File: src/adcf_pkg.sv
// Shared types and constants for the associative data cache.
// No dependencies; every other file of the block depends on this package.
`default_nettype none

package adcf_pkg;

  localparam int unsigned LINES_DEFAULT = 16;
  localparam int unsigned ACTION_W      = 2;
  localparam int unsigned ADDR_W        = 32;
  localparam int unsigned DATA_W        = 32;
  localparam int unsigned LINE_W        = 4;
  localparam int unsigned CFG_W         = 5;
  localparam int unsigned QDEPTH        = 2;

  localparam logic [CFG_W-1:0] LINES_IN_USE_RESET = 5'd16;

  localparam logic [ACTION_W-1:0] ACT_LOOKUP = 2'd0;
  localparam logic [ACTION_W-1:0] ACT_FILL   = 2'd1;
  localparam logic [ACTION_W-1:0] ACT_CLEAR  = 2'd2;

  typedef enum logic [1:0] {
    OP_NOP,
    OP_LOOKUP,
    OP_FILL,
    OP_CLEAR
  } op_t;

  typedef struct packed {
    op_t                      op;
    logic [ADDR_W-1:0]        address;
    logic signed [DATA_W-1:0] write_data;
  } req_t;

endpackage

`default_nettype wire

File: src/adcf_if.sv
// Valid/ready channel interfaces for request, response and configuration.
// Depends on adcf_pkg for field widths.
`default_nettype none

interface adcf_req_if;
  logic                                       valid;
  logic                                       ready;
  logic [adcf_pkg::ACTION_W-1:0]              action;
  logic [adcf_pkg::ADDR_W-1:0]                address;
  logic signed [adcf_pkg::DATA_W-1:0]         write_data;
  modport source (output valid, action, address, write_data, input ready);
  modport sink   (input valid, action, address, write_data, output ready);
endinterface

interface adcf_rsp_if;
  logic                                       valid;
  logic                                       ready;
  logic                                       hit;
  logic [adcf_pkg::LINE_W-1:0]                hit_line;
  logic signed [adcf_pkg::DATA_W-1:0]         read_data;
  modport source (output valid, hit, hit_line, read_data, input ready);
  modport sink   (input valid, hit, hit_line, read_data, output ready);
endinterface

interface adcf_cfg_if;
  logic                                       valid;
  logic                                       ready;
  logic [adcf_pkg::CFG_W-1:0]                 lines_in_use;
  modport source (output valid, lines_in_use, input ready);
  modport sink   (input valid, lines_in_use, output ready);
endinterface

`default_nettype wire

File: src/adcf_front.sv
// Front end: accepts request items, decodes the action and queues them.
// Depends on adcf_pkg and adcf_req_if.
`default_nettype none

module adcf_front (
  input  wire logic          clk,
  input  wire logic          rst,
  adcf_req_if.sink           req,
  output adcf_pkg::req_t     q_req,
  output logic               q_valid,
  input  wire logic          q_pop
);
  import adcf_pkg::*;

  localparam int unsigned QP_W = (QDEPTH > 1) ? $clog2(QDEPTH) : 1;
  localparam int unsigned QC_W = $clog2(QDEPTH + 1);

  req_t             queue [QDEPTH];
  logic [QP_W-1:0]  wr_ptr;
  logic [QP_W-1:0]  rd_ptr;
  logic [QC_W-1:0]  count;
  logic             push;
  req_t             decoded;

  always_comb begin
    decoded.address    = req.address;
    decoded.write_data = req.write_data;
    unique case (req.action)
      ACT_LOOKUP: decoded.op = OP_LOOKUP;
      ACT_FILL:   decoded.op = OP_FILL;
      ACT_CLEAR:  decoded.op = OP_CLEAR;
      default:    decoded.op = OP_NOP;
    endcase
  end

  assign req.ready = (count != QC_W'(QDEPTH));
  assign push      = req.valid && req.ready;
  assign q_valid   = (count != '0);
  assign q_req     = queue[rd_ptr];

  always_ff @(posedge clk) begin
    if (rst) begin
      wr_ptr <= '0;
      rd_ptr <= '0;
      count  <= '0;
    end else begin
      if (push) begin
        wr_ptr <= (wr_ptr == QP_W'(QDEPTH - 1)) ? '0 : wr_ptr + 1'b1;
      end
      if (q_pop) begin
        rd_ptr <= (rd_ptr == QP_W'(QDEPTH - 1)) ? '0 : rd_ptr + 1'b1;
      end
      unique case ({push, q_pop})
        2'b10:   count <= count + 1'b1;
        2'b01:   count <= count - 1'b1;
        default: count <= count;
      endcase
    end
  end

  always_ff @(posedge clk) begin
    if (push) begin
      queue[wr_ptr] <= decoded;
    end
  end

`ifndef SYNTHESIS
  a_count_bound: assert property (@(posedge clk) disable iff (rst)
    count <= QC_W'(QDEPTH))
    else $error("queue count above depth");
  a_pop_nonempty: assert property (@(posedge clk) disable iff (rst)
    q_pop |-> count != '0)
    else $error("pop from empty queue");
  a_push_count: assert property (@(posedge clk) disable iff (rst)
    push && !q_pop |=> count == $past(count) + 1'b1)
    else $error("queue count did not advance on push");
`endif

endmodule

`default_nettype wire

File: src/adcf_back.sv
// Back end: tag compare, line fill and clear, holds the result register.
// Depends on adcf_pkg, adcf_cfg_if and adcf_rsp_if.
`default_nettype none

module adcf_back #(
  parameter int unsigned LINES = adcf_pkg::LINES_DEFAULT
) (
  input  wire logic            clk,
  input  wire logic            rst,
  input  wire adcf_pkg::req_t  q_req,
  input  wire logic            q_valid,
  output logic                 q_pop,
  adcf_cfg_if.sink             cfg,
  adcf_rsp_if.source           rsp
);
  import adcf_pkg::*;

  localparam int unsigned PTR_W = (LINES > 1) ? $clog2(LINES) : 1;
  localparam int unsigned CNT_W = $clog2(LINES + 1);
  localparam int unsigned CMP_W = (CNT_W > CFG_W) ? CNT_W : CFG_W;

  logic [CFG_W-1:0]   lines_in_use;
  logic [CNT_W-1:0]   n_active;
  logic [ADDR_W-1:0]  line_tag [LINES];
  logic [DATA_W-1:0]  line_value [LINES];
  logic [LINES-1:0]   line_valid;
  logic [PTR_W-1:0]   fill_ptr;
  logic [PTR_W-1:0]   fill_ptr_next;
  logic [PTR_W-1:0]   fill_slot;
  logic [CNT_W-1:0]   slot_inc;
  logic [LINES-1:0]   match;
  logic               hit_any;
  logic [PTR_W-1:0]   hit_idx;
  logic               fire;
  logic               rsp_valid;
  logic               rsp_hit;
  logic [LINE_W-1:0]  rsp_line;
  logic [DATA_W-1:0]  rd_data;

  always_comb begin
    priority if (lines_in_use == '0) begin
      n_active = CNT_W'(1);
    end else if (CMP_W'(lines_in_use) > CMP_W'(LINES)) begin
      n_active = CNT_W'(LINES);
    end else begin
      n_active = CNT_W'(lines_in_use);
    end
  end

  always_comb begin
    for (int i = 0; i < LINES; i++) begin
      match[i] = line_valid[i] && (line_tag[i] == q_req.address)
                 && (CNT_W'(i) < n_active);
    end
  end

  always_comb begin
    hit_idx = '0;
    for (int i = LINES - 1; i >= 0; i--) begin
      if (match[i]) begin
        hit_idx = PTR_W'(i);
      end
    end
  end

  assign hit_any       = |match;
  assign fill_slot     = (CNT_W'(fill_ptr) >= n_active) ? '0 : fill_ptr;
  assign slot_inc      = CNT_W'(fill_slot) + 1'b1;
  assign fill_ptr_next = (slot_inc >= n_active) ? '0 : PTR_W'(slot_inc);

  assign fire      = q_valid && (!rsp_valid || rsp.ready);
  assign q_pop     = fire;
  assign cfg.ready = 1'b1;

  always_ff @(posedge clk) begin
    if (rst) begin
      rsp_valid    <= 1'b0;
      line_valid   <= '0;
      fill_ptr     <= '0;
      lines_in_use <= LINES_IN_USE_RESET;
    end else begin
      if (cfg.valid) begin
        lines_in_use <= cfg.lines_in_use;
      end
      if (fire) begin
        rsp_valid <= 1'b1;
        unique case (q_req.op)
          OP_FILL: begin
            line_valid[fill_slot] <= 1'b1;
            fill_ptr              <= fill_ptr_next;
          end
          OP_CLEAR: begin
            line_valid <= '0;
            fill_ptr   <= '0;
          end
          default: begin
          end
        endcase
      end else if (rsp.ready) begin
        rsp_valid <= 1'b0;
      end
    end
  end

  always_ff @(posedge clk) begin
    if (fire) begin
      rsp_hit  <= (q_req.op == OP_LOOKUP) && hit_any;
      rsp_line <= LINE_W'(hit_idx);
    end
  end

  always_ff @(posedge clk) begin
    if (fire && (q_req.op == OP_FILL)) begin
      line_tag[fill_slot] <= q_req.address;
    end
  end

  always_ff @(posedge clk) begin
    if (fire && (q_req.op == OP_FILL)) begin
      line_value[fill_slot] <= q_req.write_data;
    end
    if (fire) begin
      rd_data <= line_value[hit_idx];
    end
  end

  assign rsp.valid     = rsp_valid;
  assign rsp.hit       = rsp_hit;
  assign rsp.hit_line  = rsp_hit ? rsp_line : '0;
  assign rsp.read_data = rsp_hit ? rd_data : '0;

`ifndef SYNTHESIS
  a_clear_all: assert property (@(posedge clk) disable iff (rst)
    fire && (q_req.op == OP_CLEAR) |=> line_valid == '0 && fill_ptr == '0)
    else $error("clear left a valid line or a nonzero pointer");
  a_fill_valid: assert property (@(posedge clk) disable iff (rst)
    fire && (q_req.op == OP_FILL) |=> line_valid != '0)
    else $error("fill left no valid line");
  a_ptr_range: assert property (@(posedge clk) disable iff (rst)
    CNT_W'(fill_ptr) < CNT_W'(LINES))
    else $error("fill pointer beyond line count");
  a_miss_zero: assert property (@(posedge clk) disable iff (rst)
    rsp.valid && !rsp.hit |-> rsp.hit_line == '0 && rsp.read_data == '0)
    else $error("miss result carries nonzero fields");
`endif

endmodule

`default_nettype wire

File: src/assoc_data_cache_fifo.sv
// Fully associative data cache, FIFO replacement, valid/ready channels.
// An item taken into an empty queue passes a queue entry, then the result register.
// Throughput: one item per cycle while the receiver holds rsp.ready; the back end's single
// lookup and value read per cycle set the rate, with a two-entry queue in between.
// Reset (rst, synchronous): all lines invalid, fill pointer zero, 16 lines in use.
// Depends on adcf_pkg, adcf_if, adcf_front and adcf_back.
`default_nettype none

module assoc_data_cache_fifo #(
  parameter int unsigned LINES = adcf_pkg::LINES_DEFAULT
) (
  input  wire logic  clk,
  input  wire logic  rst,
  adcf_req_if.sink   req,
  adcf_rsp_if.source rsp,
  adcf_cfg_if.sink   cfg
);
  import adcf_pkg::*;

  req_t q_req;
  logic q_valid;
  logic q_pop;

  adcf_front u_front (
    .clk     (clk),
    .rst     (rst),
    .req     (req),
    .q_req   (q_req),
    .q_valid (q_valid),
    .q_pop   (q_pop)
  );

  adcf_back #(
    .LINES (LINES)
  ) u_back (
    .clk     (clk),
    .rst     (rst),
    .q_req   (q_req),
    .q_valid (q_valid),
    .q_pop   (q_pop),
    .cfg     (cfg),
    .rsp     (rsp)
  );

endmodule

`default_nettype wire

File: src/flat_wrapper.sv
// flat-port wrapper written by rule: the top's interface ports become plain ports
module assoc_data_cache_fifo_flat import adcf_pkg::*;
#(
  parameter int unsigned LINES = adcf_pkg::LINES_DEFAULT
)
  (clk, rst, req_valid, req_action, req_address, req_write_data, req_ready, rsp_valid, rsp_hit, rsp_hit_line, rsp_read_data, rsp_ready, cfg_valid, cfg_lines_in_use, cfg_ready);
  adcf_req_if req_i ();
  adcf_rsp_if rsp_i ();
  adcf_cfg_if cfg_i ();
  input  wire logic clk;
  input  wire logic rst;
  input wire logic [$bits(req_i.valid)-1:0] req_valid;
  input wire logic [$bits(req_i.action)-1:0] req_action;
  input wire logic [$bits(req_i.address)-1:0] req_address;
  input wire logic [$bits(req_i.write_data)-1:0] req_write_data;
  output wire logic [$bits(req_i.ready)-1:0] req_ready;
  output wire logic [$bits(rsp_i.valid)-1:0] rsp_valid;
  output wire logic [$bits(rsp_i.hit)-1:0] rsp_hit;
  output wire logic [$bits(rsp_i.hit_line)-1:0] rsp_hit_line;
  output wire logic [$bits(rsp_i.read_data)-1:0] rsp_read_data;
  input wire logic [$bits(rsp_i.ready)-1:0] rsp_ready;
  input wire logic [$bits(cfg_i.valid)-1:0] cfg_valid;
  input wire logic [$bits(cfg_i.lines_in_use)-1:0] cfg_lines_in_use;
  output wire logic [$bits(cfg_i.ready)-1:0] cfg_ready;
  assign req_i.valid = req_valid;
  assign req_i.action = req_action;
  assign req_i.address = req_address;
  assign req_i.write_data = req_write_data;
  assign req_ready = req_i.ready;
  assign rsp_valid = rsp_i.valid;
  assign rsp_hit = rsp_i.hit;
  assign rsp_hit_line = rsp_i.hit_line;
  assign rsp_read_data = rsp_i.read_data;
  assign rsp_i.ready = rsp_ready;
  assign cfg_i.valid = cfg_valid;
  assign cfg_i.lines_in_use = cfg_lines_in_use;
  assign cfg_ready = cfg_i.ready;
  assoc_data_cache_fifo #(.LINES(LINES)) u_core (.clk(clk), .rst(rst), .req(req_i), .rsp(rsp_i), .cfg(cfg_i));
endmodule
File: config.mk
export PLATFORM = sky130hd
export DESIGN_NAME = assoc_data_cache_fifo_flat
export DESIGN_NICKNAME = d
export VERILOG_FILES = /design/src/adcf_pkg.sv /design/src/adcf_if.sv /design/src/adcf_front.sv /design/src/adcf_back.sv /design/src/assoc_data_cache_fifo.sv /design/src/flat_wrapper.sv
export SDC_FILE = /design/constraint.sdc
export NUM_CORES = 1
export LEC_CHECK = 0
export BUFFER_PORTS_ARGS = -buffer_cell sky130_fd_sc_hd__buf_2
export CELL_PAD_IN_SITES_DETAIL_PLACEMENT = 0
export CELL_PAD_IN_SITES_GLOBAL_PLACEMENT = 1
export CORE_MARGIN = 10
export CORE_UTILIZATION = 40
export CTS_CLUSTER_SIZE = 30
export DETAILED_ROUTE_END_ITERATION = 8
export PLACE_DENSITY = 0.73
export SLEW_MARGIN = 20
export SYNTH_ARGS = -nofsm -noshare
export SYNTH_HDL_FRONTEND = slang
export SYNTH_SLANG_ARGS = --single-unit
File: constraint.sdc
create_clock -name clk -period 5.4 [get_ports clk]
set_clock_uncertainty 0.2 [all_clocks]
set_input_delay 0.81 -clock clk [delete_from_list [all_inputs] [get_ports clk]]
set_output_delay 0.81 -clock clk [all_outputs]
set_load 0.05 [all_outputs]
==> results.toml <==
[yosys]
synth.distinct_cells = 78
yosys.area.top_type = "edfxtp_1"
syn_area_mm2 = 0.0518
synth_top_area_frac = 0.692
postSynth.asyncResetShare = 0
netlist_instances = 3284
yosys-top-cells-area = "edfxtp_1, xnor2_1, mux2_2, nor4_1, dfxtp_1"
ys_warn_count = 0
synth-main-ff-cell = "edfxtp_1"
synth_edf_count = 1193
synth_nets = 3375
yosysSeqAreaShare = 0.704
avgSynthCellArea_um2 = 15.8
synth_seq_cells = 1224

[worst_setup_path]
crit_fanout = 18
critPathArrivalTime_ns = 5.59
criticalPathCategory = "register to register"
cp.required_ns = 5.81
end_kind = "register"
worstSetupStartpointType = "register"

[global_routing]
antenna_found_initial = 12
grt_usage = 0.218
gr-total-overflow = 0
grt_pass1_wl_um = 228000
grt_max_degree = 63
grt_pass1_vias = 31035

[die]
io_pins = 116
core_mm2 = 0.128
die_area_mm2 = 0.144
die_w_um = 380
start_util = 0.404
die_h_um = 380
rows = 131

[clocking]
clk_pin_slew_worst_paths_ns = 0.06
clockBufferDepth = 3
cts_max_level = 4
cts_tree = "yes"
cts_resized = 0
clock-root-buffer = "clkbuf_16"
insertion_delay_ns = 0.77
cts.sinks = 1224
numCtsBuffers = 130

[placement]
place_hpwl_um = 101000
globalplace.congestion = 0.953
numPlacedInstances = 5198
portBuffers = 114
pre_cts_ws_ns = 0.354

[sta]
tightest_slew_ns = 1.34
rsz0062_at_grt = "no"
fmax_mhz = 193
finalHoldViolations = 0
slew_viol_final = 0
slew_headroom = 0.102
setup_viol = 0
setup_tns_ns = 0
finalCritPeriodShare = 0.959
finalCriticalPeriod_ns = 5.18
fin_ws_ns = 0.222

[final_layout]
stdcell_count = 5477
seqCellArea_mm2 = 0.0364
antennaDiodeCount = 0
fin_nets = 3732
multiInputGateArea_mm2 = 0.0143
areaGrowthSynthToFinish_pct = 17.0
drive_above_1_share = 0.206
n_fill_cell = 10919

[hold_path]
min-delay-start = "req_address[9]"
holdCritPathClass = "input pin to register"

[job]
maxCapViolCount = 0

[routing]
drc_errors = 0
first_pass_iters = 5
drtIter0Drc = 4093
wl_per_cell_um = 29.6
dr_total_vias = 31327
vias_per_cell = 5.72
finalWirelength_um = 162000
detail-route-antenna-nets = 0

[status]
outcome = "finished, final reports clean"

[power]
power_density_mw_per_mm2 = 471
ir_drop_mv = 0.401
leakage_uw = 0.0191
## synth_stat cells (5+ instances only)
cell type,n
dfxtp_1,31
a21o_1,7
o22ai_1,31
or3_1,18
o21ai_1,29
or2_2,10
a21oi_1,45
nand2b_1,27
buf_4,18
and2_1,57
clkbuf_1,50
ha_1,15
mux2i_4,27
nand4_1,49
mux2i_1,25
a211oi_1,20
nand3_1,32
mux2_1,8
edfxtp_1,1193
a21boi_0,6
nor3_1,70
a2111oi_2,10
nand3b_1,7
nor2b_1,28
xnor2_1,510
a2111oi_0,18
nand4b_1,5
buf_6,28
nor4b_1,6
nor2_1,162
nand2_1,60
mux2_2,183
buf_2,19
o221ai_1,49
xor2_1,7
nor4_1,227
inv_1,79
o21ai_0,48
## final timing paths
path / endpoint / slack, ns / cells past startpoint
setup / recovery: u_core.u_back.rd_data[1]$_DFFE_PP_ / 0.22 / 15
setup reg to reg: u_core.u_back.rd_data[1]$_DFFE_PP_ / 0.22 / 15
hold / removal: u_core.u_front.queue[0][41]$_DFFE_PP_ / 0.04 / 1
hold reg to reg: u_core.u_back.line_valid[15]$_SDFFE_PP0P_ / 0.30 / 2
## state kept, by name, indices dropped and copies added, names as in the netlist, named ones only
name,cells
u_core.u_back.fill_ptr,4
u_core.u_back.line_tag,512
u_core.u_back.line_valid,16
u_core.u_back.line_value,512
u_core.u_back.lines_in_use,5
u_core.u_back.rd_data,32
u_core.u_back.rsp.hit,1
u_core.u_back.rsp.valid,1
u_core.u_back.rsp_line,4
u_core.u_front.count,2
u_core.u_front.queue,132
u_core.u_front.rd_ptr,1
u_core.u_front.wr_ptr,1
## kinds of logic after synthesis
logic type                 share of synthesized area
xor gates and xnor gates                      0.0875
adders and majority gates                    0.00363
muxes                                         0.0587
AOI/OAI and AO/OA                             0.0418
and+or+nand+nor                               0.0819
other                                      0.0000724
DFF                                            0.704
buffers and inverters                         0.0224
## power breakdown
part	switching, uW	internal, uW
Sequential	213	11700
Combinational	5440	2230
Clock	3750	5170
Total	9400	19100
## per-stage QoR
| step | cell area, um^2 | util | total power [uW] | hold WS, ns |
|---|---|---|---|---|
| after floorplan | 51800 | - | 16200 | 0.250 |
| after global placement | 55900 | 0.437 | 19600 | 0.267 |
| after detailed placement | 55900 | 0.437 | 19700 | 0.276 |
| after CTS | 60600 | 0.473 | 28600 | 0.000246 |
| after global routing | 60600 | 0.473 | 29300 | 0.0189 |
| final | 60600 | 0.473 | 28500 | 0.0433 |
## cell type report
| cell class | instances | area share |
|---|---|---|
| sequential | 1224 | 0.602 |
| multi-input combinational | 1855 | 0.237 |
| clock buffer | 161 | 0.0574 |
| timing repair buffer | 351 | 0.0511 |
| tap | 1729 | 0.0357 |
| clock inverter | 78 | 0.0126 |
| inverter | 79 | 0.00490 |
## placed cells by master (no fill, tap or decap), types with 70 or more instances in the layout
cell type	instances
mux2_2	183
xnor2_1	510
edfxtp_1	1193
nor2_1	161
nor3_1	70
inv_1	78
buf_4	146
buf_2	114
nor4_1	226
clkbuf_16	134
## layer usage
metal | routed length (um) | track usage | share of wire
met1 | 67900 | 0.305 | 0.42
met5 | 18 | 0 | 0.00011
met2 | 72700 | 0.333 | 0.45
met3 | 14400 | 0.0392 | 0.089
met4 | 6890 | 0.0941 | 0.043
## critical path: stages (launching register included)
cell and delay, ns:
dfxtp_4 0.39, buf_12 0.26, mux2i_4 0.50, buf_4 0.33
xnor2_1 0.14, nor4_1 0.52, nand4_1 0.19, nor3_1 0.30
buf_4 0.26, and3b_1 0.29, a2111oi_4 0.42, buf_4 0.36
o21ai_0 0.15, nor3_1 0.38, o221ai_1 0.20, o21ai_0 0.11
## timing repair
action                     4_1_cts  5_1_grt
setup endpoints to repair        0        0
setup buffers                    0        0
hold endpoints to repair        78        0
hold buffers                    40        0
No activity file was read; power rests on OpenSTA's default activity.
